<file path="src/hdl/bfra_pkg.sv">
// bfra_pkg: types, codes and widths shared by the best-fit range allocator.
// No dependencies.
`timescale 1ns / 1ps
package bfra_pkg;

	localparam int unsigned DEF_SLOT_CAPACITY = 1024;
	localparam int unsigned DEF_MAX_EXTENTS = 64;
	localparam int unsigned DEF_TOTAL_COUNT = 1024;

	localparam int unsigned CNT_W = 11;
	localparam int unsigned START_W = 10;
	localparam int unsigned TOTAL_W = 11;
	// internal widths cover the largest pool and table
	localparam int unsigned B_W = 16;
	localparam int unsigned L_W = 17;
	localparam int unsigned X_W = 11;

	localparam logic FUNC_ALLOC = 1'b0;
	localparam logic FUNC_FREE = 1'b1;

	typedef enum logic [2:0] {
		ST_OK = 3'd0,
		ST_ZERO = 3'd1,
		ST_NOSPACE = 3'd2,
		ST_NOTALLOC = 3'd3,
		ST_FULL = 3'd4
	} status_t;

	typedef enum logic [2:0] {
		OP_NONE,
		OP_SET,
		OP_REMOVE,
		OP_INSERT,
		OP_JOIN,
		OP_RESTART
	} op_t;

	typedef enum logic [1:0] {
		S_CLEAR,
		S_IDLE,
		S_SCAN,
		S_FINISH
	} state_t;

	typedef struct packed {
		logic func;
		logic [CNT_W-1:0] count;
		logic [START_W-1:0] start_req;
	} req_t;

	typedef struct packed {
		status_t status;
		logic [START_W-1:0] first_slot;
	} rsp_t;

	typedef struct packed {
		logic valid;
		logic [B_W-1:0] first;
		logic [L_W-1:0] len;
	} ext_t;

	typedef struct packed {
		op_t op;
		logic [X_W-1:0] idx;
		logic [B_W-1:0] first;
		logic [L_W-1:0] len;
	} cmd_t;

	typedef struct packed {
		logic act;
		logic func;
		logic [L_W-1:0] count;
		logic [L_W-1:0] start;
		logic found;
		logic [L_W-1:0] best_left;
		logic [X_W-1:0] best_idx;
		logic [B_W-1:0] best_first;
		logic have_prev;
		logic [B_W-1:0] prev_first;
		logic [L_W-1:0] prev_len;
		logic pos_found;
		logic [X_W-1:0] pos;
		logic have_next;
		logic [B_W-1:0] next_first;
		logic [L_W-1:0] next_len;
	} tok_t;

endpackage

</file>
<file path="src/hdl/bfra_cell.sv">
// bfra_cell: one free-extent cell of the sorted chain; folds its extent into
// the passing search token and applies table updates. Uses bfra_pkg.
`timescale 1ns / 1ps
module bfra_cell import bfra_pkg::*; #(
	parameter int unsigned IDX = 0
) (
	input logic clk,
	input logic arst_n,
	input tok_t tok_in,
	output tok_t tok_out,
	input cmd_t cmd,
	input ext_t left,
	input ext_t right,
	output ext_t cur
);

	localparam logic [X_W-1:0] MY_IDX = X_W'(IDX);
	localparam logic [X_W-1:0] MY_IDX_P1 = X_W'(IDX + 1);

	logic valid_q;
	logic [B_W-1:0] first_q;
	logic [L_W-1:0] len_q;
	logic act_q;
	tok_t tok_q;
	tok_t tok_d;
	logic [L_W-1:0] left_over;

	assign cur = '{valid: valid_q, first: first_q, len: len_q};

	always_comb begin
		tok_d = tok_in;
		left_over = len_q - tok_in.count;
		if (tok_in.func == FUNC_ALLOC) begin
			if (valid_q && tok_in.count <= len_q) begin
				if (!tok_in.found || left_over < tok_in.best_left) begin
					tok_d.found = 1'b1;
					tok_d.best_left = left_over;
					tok_d.best_idx = MY_IDX;
					tok_d.best_first = first_q;
				end
			end
		end else begin
			if (valid_q && L_W'(first_q) <= tok_in.start) begin
				tok_d.have_prev = 1'b1;
				tok_d.prev_first = first_q;
				tok_d.prev_len = len_q;
			end else if (!tok_in.pos_found) begin
				tok_d.pos_found = 1'b1;
				tok_d.pos = MY_IDX;
				tok_d.have_next = valid_q;
				tok_d.next_first = first_q;
				tok_d.next_len = len_q;
			end
		end
	end

	always_ff @(posedge clk or negedge arst_n) begin
		if (!arst_n) begin
			act_q <= 1'b0;
		end else begin
			act_q <= tok_in.act;
		end
	end

	always_ff @(posedge clk) begin
		tok_q <= tok_d;
	end

	always_comb begin
		tok_out = tok_q;
		tok_out.act = act_q;
	end

	always_ff @(posedge clk or negedge arst_n) begin
		if (!arst_n) begin
			valid_q <= 1'b0;
		end else begin
			case (cmd.op)
				OP_REMOVE, OP_JOIN: begin
					if (MY_IDX >= cmd.idx) valid_q <= right.valid;
				end
				OP_INSERT: begin
					if (MY_IDX > cmd.idx) valid_q <= left.valid;
					else if (MY_IDX == cmd.idx) valid_q <= 1'b1;
				end
				OP_RESTART: begin
					valid_q <= (IDX == 0) ? (cmd.len != '0) : 1'b0;
				end
				default: ;
			endcase
		end
	end

	always_ff @(posedge clk) begin
		case (cmd.op)
			OP_SET: begin
				if (MY_IDX == cmd.idx) begin
					first_q <= cmd.first;
					len_q <= cmd.len;
				end
			end
			OP_REMOVE: begin
				if (MY_IDX >= cmd.idx) begin
					first_q <= right.first;
					len_q <= right.len;
				end
			end
			OP_JOIN: begin
				if (MY_IDX_P1 == cmd.idx) begin
					len_q <= cmd.len;
				end else if (MY_IDX >= cmd.idx) begin
					first_q <= right.first;
					len_q <= right.len;
				end
			end
			OP_INSERT: begin
				if (MY_IDX > cmd.idx) begin
					first_q <= left.first;
					len_q <= left.len;
				end else if (MY_IDX == cmd.idx) begin
					first_q <= cmd.first;
					len_q <= cmd.len;
				end
			end
			OP_RESTART: begin
				if (IDX == 0) begin
					first_q <= '0;
					len_q <= cmd.len;
				end
			end
			default: ;
		endcase
	end

endmodule

</file>
<file path="config.mk">
export PLATFORM = sky130hd
export DESIGN_NAME = bfra_cell
export DESIGN_NICKNAME = d
export VERILOG_FILES = /design/src/hdl/bfra_pkg.sv /design/src/hdl/bfra_cell.sv
export SDC_FILE = /design/constraint.sdc
export NUM_CORES = 1
export LEC_CHECK = 0
export BUFFER_PORTS_ARGS = -buffer_cell sky130_fd_sc_hd__buf_4
export CORE_AREA = 2 2 183 185
export DETAILED_ROUTE_END_ITERATION = 8
export DIE_AREA = 0 0 185 187
export SYNTH_ARGS = -nofsm -noshare
export SYNTH_HDL_FRONTEND = slang
export SYNTH_SLANG_ARGS = --single-unit
</file>
<file path="constraint.sdc">
create_clock -name clk -period 4.5 [get_ports clk]
set_clock_uncertainty 0.15 [all_clocks]
set_input_delay 0.45 -clock clk [delete_from_list [all_inputs] [get_ports clk]]
set_output_delay 0.45 -clock clk [all_outputs]
set_load 0.01 [all_outputs]
</file>
==> metrics.cfg <==
[worst_setup_path]
critical_path_class = input pin to register
r2r-end = tok_out[81]
rr_startpoint = len_q[1]
required_ns = 4.69
end_kind = register
crit_end = tok_out[81]
rr_worst_depth = 15
rrSetupSlack_ns = 0.28
startpoint = tok_in[145]
cp_data_arrival_time_ns = 4.48
worstPathMaxFanout = 31
critPathLaunchType = input pin

[global_routing]
grt_pass1_vias = 7345
grt_start_max_net_pins = 45
grt_antenna_before_repair = 0
track_usage_pct = 16.90
grt_pass1_wl_mm = 43.48
grt.overflow.total = 0

[route]
via_per_inst = 4.394
drt-met1-wl_mm = 12.76
dr.max_layer_used = met4
drt_iter0_drc = 352
dr_wl_met3_mm = 2.204
num_vias = 7329
wire_per_inst_um = 17.76
ant_nets = 0
wl_met2_mm = 14.22
drcViolationCount = 0
drt-total-wl_mm = 29.63
dr.pass1.iters = 6

[yosys]
ys_seq_area_share_pct = 51.12
async_reset_ff_share_pct = 1.026
synth-seq-cells = 195
synth_cell_types = 53
synth_top_flop_cell = dfxtp_1
ys.warnings.count = 0
synth_edf_count = 33
synth_nets = 1051
syn_avg_cell_area_sq_um = 11.48
synth_area_sq_um = 8303
syn_inst = 723

[worst_hold_path]
min_path_type = input pin to register
hold_depth = 2

[finish]
design_area_sq_um = 13070
nNetsFinal = 1535
drive_gt1_share_pct = 46.80
antennaDiodeCount = 0
stdcell_count = 1668
area_growth_pct = 57.35

[die]
fp.dieArea_sq_um = 34600
initial_utilization_pct = 25.27
io_pins = 473
rows = 67
core_area_sq_um = 32860
die-width_um = 185
die_h_um = 187

[placement]
hpwlAfterDp_mm = 23.82
port_buffers = 438
dp_cells = 1599
place_area_sq_um = 12120
place.gp.congestion = 0.8849

[clocking]
cts_tree = built
cts_setup_buffers = 0
clock_path_buffers = 2
cts_made_buffers = 17
path_clk_slew_ns = 0.08
cts-root-buf = clkbuf_16
cts_max_level = 4
cts.sinks = 195
clock_latency_ns = 0.46

[sta]
max_freq_mhz = 233.2
fin_crit_ns = 4.288
slew_headroom_pct = 17.39
finalSetupTns_ns = 0
setup_violations = 0
tightest_slew_ns = 1.229
hold_violations = 0
timing.final.crit_share_pct = 95.29
slew_violations = 0

[status]
status = finished clean

[pwr]
p_per_area_nw_per_um2 = 383.3
leakagePower_uw = 0.006345
peakVddDrop_uv = 266.0

[job]
maxCapViolations = 0

## power breakdown
part | leakage, uW | internal (uW) | total, uW | switching (uW)
sequential | 0.00171 | 1980 | 2110 | 131
clock | 0.000278 | 800 | 1500 | 697
combinational | 0.00436 | 743 | 1400 | 654
total | 0.00634 | 3530 | 5010 | 1480
## layer usage
layer,vias to the layer above,GRT usage [%]
li1,3518,-
met1,3472,21.67
met5,-,0
met4,0,4.731
met2,313,27.79
met3,26,4.614
## repair_timing
action                                  4_1_cts  5_1_grt
hold buffers                                 37        0
endpoints found under the hold margin        38        0
resized for setup                             0        2
endpoints found under the setup margin        0       31
## state kept, by name (all words and copies together), names as in the netlist
signal,count
len_q,17
tok_out,160
valid_q,1
first_q,16
act_q,1
## stage by stage
step | util [%] | power, uW | hold slack [ns] | worst slack [ns]
2_1_floorplan | - | 2813 | 0.004409 | 0.5794
3_3_place_gp | 36.88 | 3506 | 0.08674 | 0.1689
3_5_place_dp | 36.88 | 3531 | 0.08395 | 0.06960
4_1_cts | 39.73 | 5072 | 0.002492 | 0.1543
5_1_grt | 39.76 | 5275 | 0.02218 | -0.01557
6_report | 39.76 | 5008 | 0.04470 | 0.2119
## cell usage after synthesis, types with 6 or more instances
cell / instances / area (sq um)
nand4_1: 7 / 43.79
nand3_1: 6 / 30.03
nand2b_1: 9 / 56.30
mux2_1: 18 / 202.7
a21o_1: 6 / 45.04
a222oi_1: 13 / 130.1
xnor2_1: 10 / 87.58
nor2b_1: 18 / 112.6
a21oi_1: 35 / 175.2
inv_1: 72 / 270.3
clkbuf_1: 8 / 30.03
buf_6: 6 / 67.56
nor4_1: 9 / 56.30
mux2_4: 29 / 435.4
mux2_2: 50 / 563.0
and2_1: 12 / 75.07
nor2_1: 18 / 67.56
dfxtp_1: 160 / 3203
a22oi_1: 8 / 60.06
o21ai_0: 32 / 160.2
mux2i_1: 18 / 180.2
nand2_1: 40 / 150.1
edfxtp_1: 33 / 991.0
ha_1: 49 / 613.1
## cell usage in the layout (no fill, tap or decap), types with 29 or more instances in the layout
master,n
a21oi_1,33
buf_4,449
dfxtp_1,160
dlygate4sd3_1,37
edfxtp_1,33
ha_1,49
inv_1,72
mux2_2,50
mux2_4,29
nand2_1,40
o21ai_0,32
## cell families (layout without fill, tap and decap cells)
kind of cell	Yosys count	after routing	share of synthesized area [%]
AOI/OAI and AO/OA	121	121	9.433
buffers and inverters	94	591	5.033
adders and majority gates	50	50	7.625
xor gates and xnor gates	14	14	1.477
muxes	115	115	16.64
and+or+nand+nor	134	134	8.680
DFF	195	195	51.12
## final cells by class
| class | count | area [sq um] |
|---|---|---|
| inverters | 72 | 270.3 |
| well taps | 448 | 560.5 |
| repair buffers | 487 | 3761 |
| clock inverters | 11 | 102.6 |
| fillers | 3305 | 19800 |
| flip-flops and latches | 195 | 4244 |
| clock buffers | 21 | 461.7 |
| multi-input cells | 434 | 3665 |
## critical path, cell delays in order
cell and delay [ns]:
dlygate4sd3_1 0.53, buf_4 0.11, inv_1 0.03, ha_1 0.34
nand2_1 0.10, a211oi_1 0.33, o2111ai_1 0.20, a311oi_1 0.35
xor2_1 0.30, ha_1 0.30, nand2_1 0.06, o21ai_0 0.09
nor4_1 0.34, o31ai_1 0.17, nor2_4 0.13, buf_12 0.22
mux2_2 0.37
## how the worst min path moves through the flow
stage,from,end,slack [ns]
floorplan,arst_n,act_q,0.004
global placement,arst_n,act_q,0.09
detailed placement,arst_n,act_q,0.08
CTS,tok_in[79],tok_out[79],0.002
global route,tok_in[36],tok_out[36],0.02
finish,tok_in[54],tok_out[54],0.04
(Power assumes the default switching activity.)
